File: config.mk
export PLATFORM = sky130hd
export DESIGN_NAME = finite_difference_derivative
export DESIGN_NICKNAME = d
export VERILOG_FILES = /design/src/design/fdd_pkg.sv /design/src/design/finite_difference_derivative.sv /design/src/design/fdd_front.sv /design/src/design/fdd_queue.sv /design/src/design/fdd_back.sv
export VERILOG_INCLUDE_DIRS = /design/src /design/src/design
export SDC_FILE = /design/constraint.sdc
export NUM_CORES = 1
export LEC_CHECK = 0
export ABC_AREA = 1
export BUFFER_PORTS_ARGS = -buffer_cell sky130_fd_sc_hd__buf_2
export CAP_MARGIN = 5
export CORE_MARGIN = 3
export CORE_UTILIZATION = 50
export DETAILED_ROUTE_END_ITERATION = 8
export PLACE_DENSITY_LB_ADDON = 0.2
export SYNTH_ARGS = -nofsm -noshare
export SYNTH_HDL_FRONTEND = slang
export SYNTH_SLANG_ARGS = --single-unit
export TNS_END_PERCENT = 1
File: constraint.sdc
create_clock -name clk -period 9.3 [get_ports clk]
set_clock_uncertainty 0.05 [all_clocks]
set_input_delay 1.86 -clock clk [delete_from_list [all_inputs] [get_ports clk]]
set_output_delay 1.86 -clock clk [all_outputs]
set_load 0.02 [all_outputs]
File: src/design/finite_difference_derivative_defines.svh
// Assertion macros shared by the derivative block.
// FDD_ASSERT checks a condition in the same cycle, FDD_ASSERT_NEXT in the next cycle.
`ifndef FINITE_DIFFERENCE_DERIVATIVE_DEFINES_SVH
`define FINITE_DIFFERENCE_DERIVATIVE_DEFINES_SVH

`ifndef SYNTH
`define FDD_ASSERT(label, clk, rst, ante, cons, msg) \
  label: assert property (@(posedge clk) disable iff (rst) (ante) |-> (cons)) else $error(msg);
`define FDD_ASSERT_NEXT(label, clk, rst, ante, cons, msg) \
  label: assert property (@(posedge clk) disable iff (rst) (ante) |=> (cons)) else $error(msg);
`else
`define FDD_ASSERT(label, clk, rst, ante, cons, msg)
`define FDD_ASSERT_NEXT(label, clk, rst, ante, cons, msg)
`endif

`endif

File: src/design/fdd_pkg.sv
package fdd_pkg;

  // Kind of one derivative result.
  typedef enum logic [1:0] {
    OP_SHORT,
    OP_DIFF,
    OP_HALF,
    OP_FOURTH
  } op_t;

  // Which result of a queued entry is issued next.
  typedef enum logic [1:0] {
    PH_FIRST,
    PH_MID,
    PH_TAIL
  } phase_t;

  // Control part of one queued entry.
  typedef struct packed {
    op_t  op;
    logic mid;
    logic tail;
  } entry_ctrl_t;

  localparam int QUEUE_DEPTH = 4;
  localparam logic [2:0] POS_MAX = 3'd5;

endpackage

File: src/design/finite_difference_derivative.sv
// Channel   Direction  Fields (lowest bit first)
// s_*       in         tdata: sample; tlast: frame_end
// m_*       out        tdata: slope; tlast: last_result; tuser: short_frame
// order_*   in         order_mode_we / order_mode_wdata, write only
//
// One sample can be taken every cycle while the result queue has room.
// Results leave at one per cycle while m_tready is high; an interior sample
// makes one result and a frame's last sample up to three, which the four-entry
// result queue absorbs. An entry at the queue head is issued into the stages
// s1 to s5 (divide by three: multiply by reciprocal, then correct, per term).
// Reset is synchronous and active high; it clears the order register, the frame
// position, the sample history, the queue and the pipeline valids, and holds
// s_tready low.
// A stall on the result side freezes the whole back pipeline; the input side
// keeps taking samples until the queue is full.
module finite_difference_derivative import fdd_pkg::*; #(
  parameter int SAMPLE_WIDTH = 16
) (
  input  logic clk,
  input  logic rst,

  // Slave side: tdata = sample, zero padding above it.
  input  logic                                s_tvalid,
  output logic                                s_tready,
  input  logic [((SAMPLE_WIDTH+7)/8)*8-1:0]   s_tdata,
  input  logic                                s_tlast,

  // Master side: tdata = slope, zero padding above it; tuser = short_frame.
  output logic                                m_tvalid,
  input  logic                                m_tready,
  output logic [((SAMPLE_WIDTH+7)/8)*8-1:0]   m_tdata,
  output logic                                m_tlast,
  output logic                                m_tuser,

  // Stencil order register: 0 for second order, 1 for fourth order.
  input  logic                                order_mode_we,
  input  logic                                order_mode_wdata
);

  localparam int SW    = SAMPLE_WIDTH;
  localparam int TW    = ((SAMPLE_WIDTH+7)/8)*8;
  localparam int CTW   = $bits(entry_ctrl_t);
  localparam int QW    = CTW + 4*(SW+1);

  logic          accept;
  logic          push;
  logic          full;
  entry_ctrl_t   front_ctrl;
  logic [SW:0]   front_p;
  logic [SW:0]   front_q;
  logic [SW:0]   front_m;
  logic [SW:0]   front_e;
  logic          head_valid;
  logic [QW-1:0] head;
  entry_ctrl_t   head_ctrl;
  logic          pop;
  logic [SW-1:0] slope;

  // The slave side is ready (s_tready) whenever the queue has a free entry
  // and reset is low.
  assign s_tready = !full && !rst;
  assign accept   = s_tvalid && s_tready;

  fdd_front #(
    .SW(SW)
  ) u_front (
    .clk       (clk),
    .rst       (rst),
    .cfg_we    (order_mode_we),
    .cfg_wdata (order_mode_wdata),
    .accept    (accept),
    .sample    (s_tdata[SW-1:0]),
    .frame_end (s_tlast),
    .push      (push),
    .ctrl      (front_ctrl),
    .op_p      (front_p),
    .op_q      (front_q),
    .op_m      (front_m),
    .op_e      (front_e)
  );

  fdd_queue #(
    .WIDTH(QW)
  ) u_queue (
    .clk        (clk),
    .rst        (rst),
    .push       (push),
    .wdata      ({front_ctrl, front_p, front_q, front_m, front_e}),
    .full       (full),
    .pop        (pop),
    .head_valid (head_valid),
    .head       (head)
  );

  assign head_ctrl = head[QW-1 -: CTW];

  fdd_back #(
    .SW(SW)
  ) u_back (
    .clk         (clk),
    .rst         (rst),
    .head_valid  (head_valid),
    .head_ctrl   (head_ctrl),
    .head_p      (head[4*(SW+1)-1 -: SW+1]),
    .head_q      (head[3*(SW+1)-1 -: SW+1]),
    .head_m      (head[2*(SW+1)-1 -: SW+1]),
    .head_e      (head[SW:0]),
    .pop         (pop),
    .out_valid   (m_tvalid),
    .out_ready   (m_tready),
    .slope       (slope),
    .last_result (m_tlast),
    .short_frame (m_tuser)
  );

  // The slope sits in the low bits; padding bits are driven to zero.
  assign m_tdata = TW'(slope);

endmodule

File: src/design/fdd_front.sv
module fdd_front import fdd_pkg::*; #(
  parameter int SW = 16
) (
  input  logic          clk,
  input  logic          rst,
  input  logic          cfg_we,
  input  logic          cfg_wdata,
  input  logic          accept,
  input  logic [SW-1:0] sample,
  input  logic          frame_end,
  output logic          push,
  output entry_ctrl_t   ctrl,
  output logic [SW:0]   op_p,
  output logic [SW:0]   op_q,
  output logic [SW:0]   op_m,
  output logic [SW:0]   op_e
);

  logic          order_mode;
  logic          frame_order;
  logic [2:0]    position;
  logic [SW-1:0] history [4];
  logic          fo;
  logic          need;

  function automatic logic [SW:0] sub(input logic [SW-1:0] a, input logic [SW-1:0] b);
    sub = {a[SW-1], a} - {b[SW-1], b};
  endfunction

  assign fo = (position == 3'd0) ? order_mode : frame_order;

  always_comb begin
    ctrl.op   = OP_SHORT;
    ctrl.mid  = 1'b0;
    ctrl.tail = 1'b0;
    op_p      = '0;
    op_q      = '0;
    op_m      = sub(sample, history[1]);
    op_e      = sub(sample, history[0]);
    need      = frame_end;
    if (!fo) begin
      if (position != 3'd0) begin
        need      = 1'b1;
        ctrl.tail = frame_end;
        if (position == 3'd1) begin
          ctrl.op = OP_DIFF;
          op_p    = sub(sample, history[0]);
        end else begin
          ctrl.op = OP_HALF;
          op_p    = sub(sample, history[1]);
        end
      end
    end else begin
      if (position >= 3'd2) begin
        need      = 1'b1;
        ctrl.mid  = frame_end;
        ctrl.tail = frame_end;
        if (position == 3'd2) begin
          ctrl.op = OP_DIFF;
          op_p    = sub(history[0], history[1]);
        end else if (position == 3'd3) begin
          ctrl.op = OP_HALF;
          op_p    = sub(history[0], history[2]);
        end else begin
          ctrl.op = OP_FOURTH;
          op_p    = sub(history[0], history[2]);
          op_q    = sub(history[3], sample);
        end
      end
    end
  end

  assign push = accept && need;

  always_ff @(posedge clk) begin
    if (rst) begin
      order_mode  <= 1'b0;
      frame_order <= 1'b0;
      position    <= 3'd0;
      for (int i = 0; i < 4; i++) begin
        history[i] <= '0;
      end
    end else begin
      if (cfg_we) begin
        order_mode <= cfg_wdata;
      end
      if (accept) begin
        frame_order <= fo;
        history[0]  <= sample;
        for (int i = 1; i < 4; i++) begin
          history[i] <= history[i-1];
        end
        if (frame_end) begin
          position <= 3'd0;
        end else if (position < POS_MAX) begin
          position <= position + 3'd1;
        end
      end
    end
  end

endmodule

File: src/design/fdd_queue.sv
module fdd_queue import fdd_pkg::*; #(
  parameter int WIDTH = 8
) (
  input  logic             clk,
  input  logic             rst,
  input  logic             push,
  input  logic [WIDTH-1:0] wdata,
  output logic             full,
  input  logic             pop,
  output logic             head_valid,
  output logic [WIDTH-1:0] head
);

  localparam int PW = $clog2(QUEUE_DEPTH);
  localparam int CW = $clog2(QUEUE_DEPTH + 1);

  logic [WIDTH-1:0] mem [QUEUE_DEPTH];
  logic [PW-1:0]    wr_ptr;
  logic [PW-1:0]    rd_ptr;
  logic [CW-1:0]    count;

  function automatic logic [PW-1:0] bump(input logic [PW-1:0] p);
    bump = (p == PW'(QUEUE_DEPTH - 1)) ? '0 : p + PW'(1);
  endfunction

  assign full       = (count == CW'(QUEUE_DEPTH));
  assign head_valid = (count != '0);
  assign head       = mem[rd_ptr];

  always_ff @(posedge clk) begin
    if (push) begin
      mem[wr_ptr] <= wdata;
    end
  end

  always_ff @(posedge clk) begin
    if (rst) begin
      wr_ptr <= '0;
      rd_ptr <= '0;
      count  <= '0;
    end else begin
      if (push) begin
        wr_ptr <= bump(wr_ptr);
      end
      if (pop) begin
        rd_ptr <= bump(rd_ptr);
      end
      if (push && !pop) begin
        count <= count + CW'(1);
      end else if (pop && !push) begin
        count <= count - CW'(1);
      end
    end
  end

endmodule

File: src/design/fdd_back.sv
`include "finite_difference_derivative_defines.svh"

module fdd_back import fdd_pkg::*; #(
  parameter int SW = 16
) (
  input  logic          clk,
  input  logic          rst,
  input  logic          head_valid,
  input  entry_ctrl_t   head_ctrl,
  input  logic [SW:0]   head_p,
  input  logic [SW:0]   head_q,
  input  logic [SW:0]   head_m,
  input  logic [SW:0]   head_e,
  output logic          pop,
  output logic          out_valid,
  input  logic          out_ready,
  output logic [SW-1:0] slope,
  output logic          last_result,
  output logic          short_frame
);

  localparam logic [SW:0]   FULL   = (SW+1)'(1) << SW;
  localparam logic [SW-1:0] RECIP3 = SW'(FULL / (SW+1)'(3));
  localparam logic [SW-1:0] THREE  = SW'(3);
  localparam logic [SW-1:0] SMAX   = {1'b0, {(SW-1){1'b1}}};
  localparam logic [SW-1:0] SMIN   = {1'b1, {(SW-1){1'b0}}};

  logic   en;
  logic   issue;
  phase_t phase;
  phase_t phase_next;
  op_t    sel_op;
  logic [SW:0] sel_p;
  logic [SW:0] sel_q;
  logic   sel_last;
  logic   sel_end;

  // Stage 1: selected operands.
  logic        s1_valid;
  op_t         s1_op;
  logic [SW:0] s1_p;
  logic [SW:0] s1_q;
  logic        s1_last;
  // Stage 2: magnitudes and the simple results.
  logic          s2_valid;
  op_t           s2_op;
  logic          s2_last;
  logic [SW-1:0] s2_mag_b;
  logic [SW-1:0] s2_mag_c;
  logic          s2_neg_b;
  logic          s2_neg_c;
  logic [SW+1:0] s2_simple;
  // Stage 3: first quotient estimate of b.
  logic          s3_valid;
  op_t           s3_op;
  logic          s3_last;
  logic [SW-1:0] s3_mag_b;
  logic [SW-1:0] s3_mag_c;
  logic          s3_neg_b;
  logic          s3_neg_c;
  logic [SW+1:0] s3_simple;
  logic [SW-1:0] s3_est_b;
  // Stage 4: corrected b quotient, estimate of c.
  logic          s4_valid;
  op_t           s4_op;
  logic          s4_last;
  logic [SW-1:0] s4_mag_c;
  logic          s4_neg_b;
  logic          s4_neg_c;
  logic [SW+1:0] s4_simple;
  logic [SW-1:0] s4_quo_b;
  logic [SW-1:0] s4_est_c;
  // Stage 5: output register.
  logic          s5_valid;
  logic [SW-1:0] s5_slope;
  logic          s5_last;
  logic          s5_short;

  logic [SW:0]     p_ext_abs;
  logic [SW:0]     q_ext_abs;
  logic [SW+1:0]   p_wide;
  logic [SW+1:0]   half_sum;
  logic [2*SW-1:0] prod_b;
  logic [2*SW-1:0] prod_c;
  logic [SW-1:0]   rem_b;
  logic [SW-1:0]   rem_c;
  logic [SW-1:0]   quo_c;
  logic [SW+1:0]   term_b;
  logic [SW+1:0]   term_c;
  logic [SW+1:0]   value;

  assign en    = !s5_valid || out_ready;
  assign issue = head_valid && en;
  assign pop   = issue && sel_end;

  // Next phase of the entry sequencer.
  always_comb begin
    phase_next = phase;
    if (issue) begin
      if (sel_end) begin
        phase_next = PH_FIRST;
      end else begin
        unique case (phase)
          PH_FIRST: phase_next = head_ctrl.mid ? PH_MID : PH_TAIL;
          PH_MID:   phase_next = PH_TAIL;
          default:  phase_next = PH_FIRST;
        endcase
      end
    end
  end

  // Result selected for the current phase.
  always_comb begin
    sel_op   = head_ctrl.op;
    sel_p    = head_p;
    sel_q    = head_q;
    sel_last = (head_ctrl.op == OP_SHORT);
    sel_end  = 1'b1;
    unique case (phase)
      PH_FIRST: begin
        sel_end = !head_ctrl.mid && !head_ctrl.tail;
      end
      PH_MID: begin
        sel_op  = OP_HALF;
        sel_p   = head_m;
        sel_end = !head_ctrl.tail;
        sel_last = 1'b0;
      end
      PH_TAIL: begin
        sel_op   = OP_DIFF;
        sel_p    = head_e;
        sel_last = 1'b1;
      end
      default: begin
        sel_end = 1'b1;
      end
    endcase
  end

  always_ff @(posedge clk) begin
    if (rst) begin
      phase <= PH_FIRST;
    end else begin
      phase <= phase_next;
    end
  end

  // Stage 2 datapath.
  assign p_ext_abs = s1_p[SW] ? -s1_p : s1_p;
  assign q_ext_abs = s1_q[SW] ? -s1_q : s1_q;
  assign p_wide    = {s1_p[SW], s1_p};
  assign half_sum  = p_wide + {{(SW+1){1'b0}}, s1_p[SW]};

  // Divide by three: estimate by reciprocal, then one correction step.
  assign prod_b = {{SW{1'b0}}, s2_mag_b} * {{SW{1'b0}}, RECIP3};
  assign prod_c = {{SW{1'b0}}, s3_mag_c} * {{SW{1'b0}}, RECIP3};
  assign rem_b  = s3_mag_b - {s3_est_b[SW-2:0], 1'b0} - s3_est_b;
  assign rem_c  = s4_mag_c - {s4_est_c[SW-2:0], 1'b0} - s4_est_c;
  assign quo_c  = s4_est_c + ((rem_c >= THREE) ? SW'(1) : SW'(0));

  assign term_b = s4_neg_b ? -{1'b0, s4_quo_b, 1'b0} : {1'b0, s4_quo_b, 1'b0};
  assign term_c = s4_neg_c ? -{2'b00, quo_c} : {2'b00, quo_c};
  assign value  = (s4_op == OP_FOURTH) ? (term_b + term_c) : s4_simple;

  always_ff @(posedge clk) begin
    if (rst) begin
      s1_valid <= 1'b0;
      s2_valid <= 1'b0;
      s3_valid <= 1'b0;
      s4_valid <= 1'b0;
      s5_valid <= 1'b0;
    end else if (en) begin
      s1_valid <= issue;
      s2_valid <= s1_valid;
      s3_valid <= s2_valid;
      s4_valid <= s3_valid;
      s5_valid <= s4_valid;
    end
  end

  always_ff @(posedge clk) begin
    if (en) begin
      s1_op   <= sel_op;
      s1_p    <= sel_p;
      s1_q    <= sel_q;
      s1_last <= sel_last;

      s2_op    <= s1_op;
      s2_last  <= s1_last;
      s2_mag_b <= p_ext_abs[SW-1:0];
      s2_mag_c <= {2'b00, q_ext_abs[SW-1:2]};
      s2_neg_b <= s1_p[SW];
      s2_neg_c <= s1_q[SW];
      unique case (s1_op)
        OP_DIFF:   s2_simple <= p_wide;
        OP_HALF:   s2_simple <= {half_sum[SW+1], half_sum[SW+1:1]};
        OP_SHORT:  s2_simple <= '0;
        OP_FOURTH: s2_simple <= '0;
      endcase

      s3_op     <= s2_op;
      s3_last   <= s2_last;
      s3_mag_b  <= s2_mag_b;
      s3_mag_c  <= s2_mag_c;
      s3_neg_b  <= s2_neg_b;
      s3_neg_c  <= s2_neg_c;
      s3_simple <= s2_simple;
      s3_est_b  <= prod_b[2*SW-1:SW];

      s4_op     <= s3_op;
      s4_last   <= s3_last;
      s4_mag_c  <= s3_mag_c;
      s4_neg_b  <= s3_neg_b;
      s4_neg_c  <= s3_neg_c;
      s4_simple <= s3_simple;
      s4_quo_b  <= s3_est_b + ((rem_b >= THREE) ? SW'(1) : SW'(0));
      s4_est_c  <= prod_c[2*SW-1:SW];

      s5_last  <= s4_last;
      s5_short <= (s4_op == OP_SHORT);
      if ((value[SW+1:SW-1] == 3'b000) || (value[SW+1:SW-1] == 3'b111)) begin
        s5_slope <= value[SW-1:0];
      end else begin
        s5_slope <= value[SW+1] ? SMIN : SMAX;
      end
    end
  end

  assign out_valid   = s5_valid;
  assign slope       = s5_slope;
  assign last_result = s5_last;
  assign short_frame = s5_short;

  `FDD_ASSERT(a_pop_needs_entry, clk, rst, pop, head_valid, "pop from an empty queue")
  `FDD_ASSERT(a_mid_phase_flag, clk, rst, head_valid && (phase == PH_MID), head_ctrl.mid, "middle result issued for an entry without one")
  `FDD_ASSERT(a_short_is_final, clk, rst, s5_valid && s5_short, s5_last && (s5_slope == '0), "short-frame result must be last and zero")

endmodule

Word-level counts from Yosys, hierarchy flattened
Memory sizes are Yosys's and may differ from the RTL's. A register that Yosys moved wholly into a read port is not among the register bits.
Index checks and enable logic that the tools add are counted.

word-level totals
  bits in writable memories = 352
  input port bits = 23
  output and inout port bits = 20
  flip-flop bits (word level) = 263
  memories kept = 2
  word-level logic and storage cells = 176

operators by class
  bitwise logic cells = 4
  reduce and logical (&&, ||, !) cells = 29
  $mul = 2
  eq/ne operators = 13
  multiplexer cells = 58
  add/subtract/negate cells = 22
  magnitude comparators = 4

memory list
  memory           depth  width  rd ports  clocked after memory_dff  write ports  RTL line         text
  u_queue.mem      4      72     1         1                         1            fdd_queue.sv:17  logic [WIDTH-1:0] mem [QUEUE_DEPTH];
  u_front.history  4      16     4         0                         4            fdd_front.sv:22  logic [SW-1:0] history [4];

operators with widths
  cell                                                                    number
  17-bit two-way mux                                                      9
  16-bit two-way mux                                                      8
  16-bit by 16-bit subtractor with 17-bit output                          5
  18-bit two-way mux                                                      3
  18-bit one-hot mux with 3 select lines                                  1
  17-bit one-hot mux with 2 select lines                                  1
  15-bit by 16-bit adder with 16-bit output                               2
  16-bit by 2-bit >= comparator with 1-bit output, second input constant  2
  16-bit negation                                                         2
  16-bit by 15-bit subtractor with 16-bit output                          2
  16-bit by 15-bit multiplier with 31-bit output, second input constant   1
  14-bit by 15-bit multiplier with 29-bit output, second input constant   1
  2-bit two-way mux                                                       10
  17-bit by 2-bit adder with 18-bit output                                1
  18-bit adder                                                            1
  16-bit negation with 18-bit output                                      1
  17-bit negation with 18-bit output                                      1
  1-bit two-way mux                                                       17
  14-bit by 16-bit subtractor with 16-bit output                          1
  16-bit subtractor                                                       1
  2-bit equality test, second input constant                              6
  3-bit two-way mux                                                       4
  1-bit logical AND                                                       8
  2-bit zero test                                                         4
  20 further kinds                                                        40

Longest topological paths before layout
  word-level depth = 12
  gate-level depth with buffers = 41
  gate-level depth less buffers = 40

Modules after synthesis
A second synthesis with hierarchy kept.

unflattened totals
  cells, all modules = 3990
  area total of the unflattened synthesis = 38943.6 sq um

by module, submodules not included
  module                        cells an instance  sequential area each (sq um)  area each (sq um)  instances
  fdd_back                      2111               7317.0                        20613.5            1
  fdd_queue                     756                8828.5                        11109.4            1
  fdd_front                     1117               2021.9                        7193.1             1
  finite_difference_derivative  6                  0.0                           27.5               1

Worst setup path before layout
No wires, ideal clock.

  path kind = input port to flip-flop
  start = in m_tready
  end = reg u_back.s5_last, in the netlist u_back.last_result (enable)
  library setup time = 0.593 ns
  slack = 2.049 ns
  path buffers = 0
  arrival = 6.608 ns
  data required time = 8.657 ns
  stages on the path = 2
  cells stage by stage = nor2_1 > inv_1

between the ends
  word-level cells in the longest chain between the ends = 1

RTL lines
  item                  RTL line                            text
  from (decl)           finite_difference_derivative.sv:30  input logic m_tready,
  1-bit logical OR      fdd_back.sv:92                      assign en = !s5_valid || out_ready;
  to (signal assigned)  fdd_back.sv:219                     s5_last <= s4_last;
  to (decl)             fdd_back.sv:76                      logic s5_last;

No other way between the ends.
A chain may end at the register's enable or synchronous reset.

Worst setup path after layout
  start = reg u_back.s4_est_c[2]
  end = reg u_back.s5_slope[4], in the netlist u_back.slope[4] (data pin)

between the ends
  word-level cells in the longest chain between the ends = 12
  elaborated cells between the ends (all ways) = 14
  those cells by class = add/sub (5); order compare (1); eq/ne (1); mux (5); reduce/logical (2)

RTL lines
  item                                                           RTL line         text
  from (decl)                                                    fdd_back.sv:72   logic [SW-1:0] s4_est_c;
  from (signal assigned)                                         fdd_back.sv:217  s4_est_c <= prod_c[2*SW-1:SW];
  14-bit by 16-bit subtractor with 16-bit output                 fdd_back.sv:158  assign rem_c = s4_mag_c - {s4_est_c[SW-2:0], 1'b0} - s4_est_c;
  16-bit by 15-bit subtractor with 16-bit output                 fdd_back.sv:158
  16-bit by 2-bit >= comparator with 1-bit output                fdd_back.sv:159  assign quo_c = s4_est_c + ((rem_c >= THREE) ? SW'(1) : SW'(0));
  1-bit two-way mux                                              fdd_back.sv:159
  15-bit by 16-bit adder with 16-bit output *                    fdd_back.sv:159
  16-bit negation with 18-bit output                             fdd_back.sv:162  assign term_c = s4_neg_c ? -{2'b00, quo_c} : {2'b00, quo_c};
  18-bit two-way mux *                                           fdd_back.sv:162
  18-bit adder *                                                 fdd_back.sv:163  assign value = (s4_op == OP_FOURTH) ? (term_b + term_c) : s4_simple;
  18-bit two-way mux *                                           fdd_back.sv:163
  3-bit equality test / 3-bit zero test (equally long branches)  fdd_back.sv:221  if ((value[SW+1:SW-1] == 3'b000) || (value[SW+1:SW-1] == 3'b111)) begin
  1-bit logical OR                                               fdd_back.sv:221
  16-bit two-way mux *                                           fdd_back.sv:221
  to (signal assigned)                                           fdd_back.sv:222  s5_slope <= value[SW-1:0];
  to (signal assigned)                                           fdd_back.sv:224  s5_slope <= value[SW+1] ? SMIN : SMAX;
  to (decl)                                                      fdd_back.sv:75   logic [SW-1:0] s5_slope;

Mark *: on every way between the ends. The rest lies on a longest branch, timed or not.

==> flow_summary.json <==
{
  "cts_resized": 0,
  "antenna_found_initial": 1,
  "dr.pass1.iters": 7,
  "core-area_um2": 73700,
  "cts_tree": "built",
  "cts_hold_buffers": 0,
  "root_buffer": "clkbuf_16",
  "ys_ff_latch": 612,
  "ant_nets": 0,
  "finalCriticalPeriod_ns": 6.913,
  "grt_pass1_vias": 25260,
  "dp_cells": 4601,
  "overflow": 0,
  "drt-initial-drc-count": 1735,
  "mostFrequentLayoutCell": "edfxtp_1",
  "placed_area_um2": 38900,
  "hpwl_mm": 61.05,
  "maxSlewViolCount": 0,
  "synth_seq_area_share_pct": 48.29,
  "routed_via_density": 5.369,
  "final_area_um2": 41210,
  "synth_area_um2": 37620,
  "cp-end-kind": "flip-flop",
  "antennaDiodeCount": 0,
  "path_max_fanout": 15,
  "min_from": "u_back.s2_simple[3]",
  "insertion_delay_ns": 0.62,
  "nNetsFinal": 4236,
  "layout_common_cells": "edfxtp_1, inv_1, nand2_1, ha_1, nor2_1",
  "cts_buffers": 69,
  "row_count": 99,
  "tightest_slew_ns": 1.101,
  "fin_setup_tns_ns": 0,
  "setup_viol": 0,
  "crit_slowest_cell": "o211ai_2",
  "max_clock_freq_mhz": 144.6,
  "start_kind": "flip-flop",
  "die-area_um2": 78570,
  "io_buffers": 42,
  "critPathMostFrequentCell": "nand3_1",
  "syn_inst": 3660,
  "grt_usage_pct": 21.58,
  "hold_viol_final": 0,
  "r2r-start": "u_back.s4_est_c[2]",
  "post_cts_buffers": 0,
  "drive_above_1_share_pct": 6.029,
  "syn_area_per_cell_um2": 10.28,
  "finalWirelength_mm": 83.04,
  "yosys_warnings": 0,
  "maxSlewHeadroom_pct": 26.62,
  "num_io_pins": 43,
  "path_class": "reg -> reg",
  "wire_per_inst_um": 17.58,
  "drv_cap": 0,
  "htree_levels": 3,
  "required_ns": 9.58,
  "synth_nets": 4183,
  "grt_max_degree": 98,
  "final_util_pct": 55.92,
  "clock-sinks": 612,
  "num_vias": 25360,
  "fin_cells": 4724,
  "cp_slowest_stage_delay_ns": 0.50,
  "grt_pass1_wl_mm": 134.5,
  "gp_congestion": 0.9338,
  "timing.final.crit_share_pct": 74.34,
  "die-height_um": 280.3,
  "status": "finished clean",
  "die_w_um": 280.3,
  "path_clk_slew_ns": 0.05,
  "start_util_pct": 51.04,
  "crit_start": "u_back.s4_est_c[2]",
  "post-route-drc-count": 0,
  "worstPathArrival_ns": 7.20,
  "hp-class": "reg -> reg",
  "area_growth_pct": 9.555,
  "cts_buffer_depth": 3,
  "rsz0062_at_grt": "false",
  "synth_cell_types": 56
}
-- critical path: cells and delay by family (launching register included) --
family / cells / cell delay [ns]
AND/OR/NAND/NOR: 12 / 1.40
flip-flops: 1 / 0.46
buffers and inverters: 2 / 0.22
AO/OA/AOI/OAI: 9 / 2.24
adder cells (fa/ha/maj): 5 / 1.66
XOR/XNOR: 3 / 0.62
-- cells in the mapped netlist (all sizes together) --
library cell / count / area [um^2]
or2: 9 / 56.30
o2111ai: 2 / 17.52
nor3: 31 / 165.2
o21bai: 13 / 101.4
fa: 144 / 2883
nor2: 366 / 1415
a211oi: 9 / 67.56
a31oi: 17 / 106.4
nand2: 531 / 2053
o221ai: 5 / 43.79
o211a: 2 / 20.02
clkinv: 7 / 26.28
a21oi: 189 / 945.9
nor4: 9 / 62.56
xnor2: 43 / 376.6
o32ai: 4 / 35.03
inv: 516 / 1937
dfxtp: 21 / 420.4
nand3b: 6 / 45.04
nand4: 25 / 156.4
xor2: 119 / 1050
and2: 6 / 37.54
nand3: 146 / 763.2
a32o: 2 / 20.02
o21ai: 291 / 1460
o31ai: 7 / 52.55
clkbuf: 67 / 251.5
a21boi: 4 / 30.03
a221oi: 4 / 35.03
a21o: 14 / 105.1
o211ai: 7 / 57.55
o21a: 6 / 45.04
edfxtp: 591 / 17750
o41ai: 1 / 8.760
o22ai: 75 / 469.2
a31o: 2 / 17.52
buf: 12 / 72.57
ha: 356 / 4454
o311ai: 1 / 8.760
-- routing by layer --
metal  vias up  track usage [%]  part of all wire (%)
li1      12610                -                     -
met1     12010            29.82                    46
met2       591            35.64                    47
met3       154            2.771                   4.6
met4         2            6.859                   3.2
met5         -                0                 0.016
-- registers in the layout (all words and copies together), names as in the netlist, 3 cells and up, named ones only --
name	flops
u_back.s2_mag_b	16
u_back.s1_p	17
u_back.s3_mag_b	16
u_front.position	3
u_front.history	64
u_back.s1_q	17
u_back.slope	16
u_back.s2_simple	17
u_back.s3_est_b	15
u_back.s3_mag_c	14
u_back.s4_est_c	13
u_queue.count	3
u_back.s4_quo_b	16
u_queue.mem	288
u_back.s3_simple	17
u_back.s2_mag_c	14
u_back.s4_simple	17
u_back.s4_mag_c	14
-- cells by family (layout without fill, tap and decap cells) --
family                   count (synthesis)  count (layout)  share of synthesized area (%)
buffers and inverters                  602             707                          6.080
XOR/XNOR                               162             162                          3.792
AND/OR/NAND/NOR                       1129            1129                          12.64
AO/OA/AOI/OAI                          655             655                          9.695
adder cells (fa/ha/maj)                500             500                          19.50
flip-flops                             612             612                          48.29
-- layout make-up --
cell class,count,area [um^2]
clock buffer,90,1887
clock inverter,33,429.2
fill,6364,32490
inverter,523,1973
multi-input combinational,2446,17200
sequential,612,18170
tap,959,1200
timing repair buffer,61,352.8
-- metrics by stage --
step,worst slack [ns],hold slack [ns]
3_3_place_gp,2.517,0.3509
3_5_place_dp,2.444,0.3545
2_1_floorplan,2.049,0.3503
4_1_cts,2.422,0.3536
6_report,2.387,0.3527
5_1_grt,1.723,0.3576
-- worst paths after layout --
| kind | end | slack [ns] | cells past startpoint |
|---|---|---|---|
| worst min-delay path | u_back.s3_simple[3] | 0.35 | 0 |
| worst min register to register | u_back.s3_simple[3] | 0.35 | 0 |
| worst max-delay path | u_back.slope[4] | 2.39 | 31 |
| worst max register to register | u_back.slope[4] | 2.39 | 31 |
Power is not shown: default switching activity piles up to over one toggle a cycle in this logic, so the estimate is an artifact.
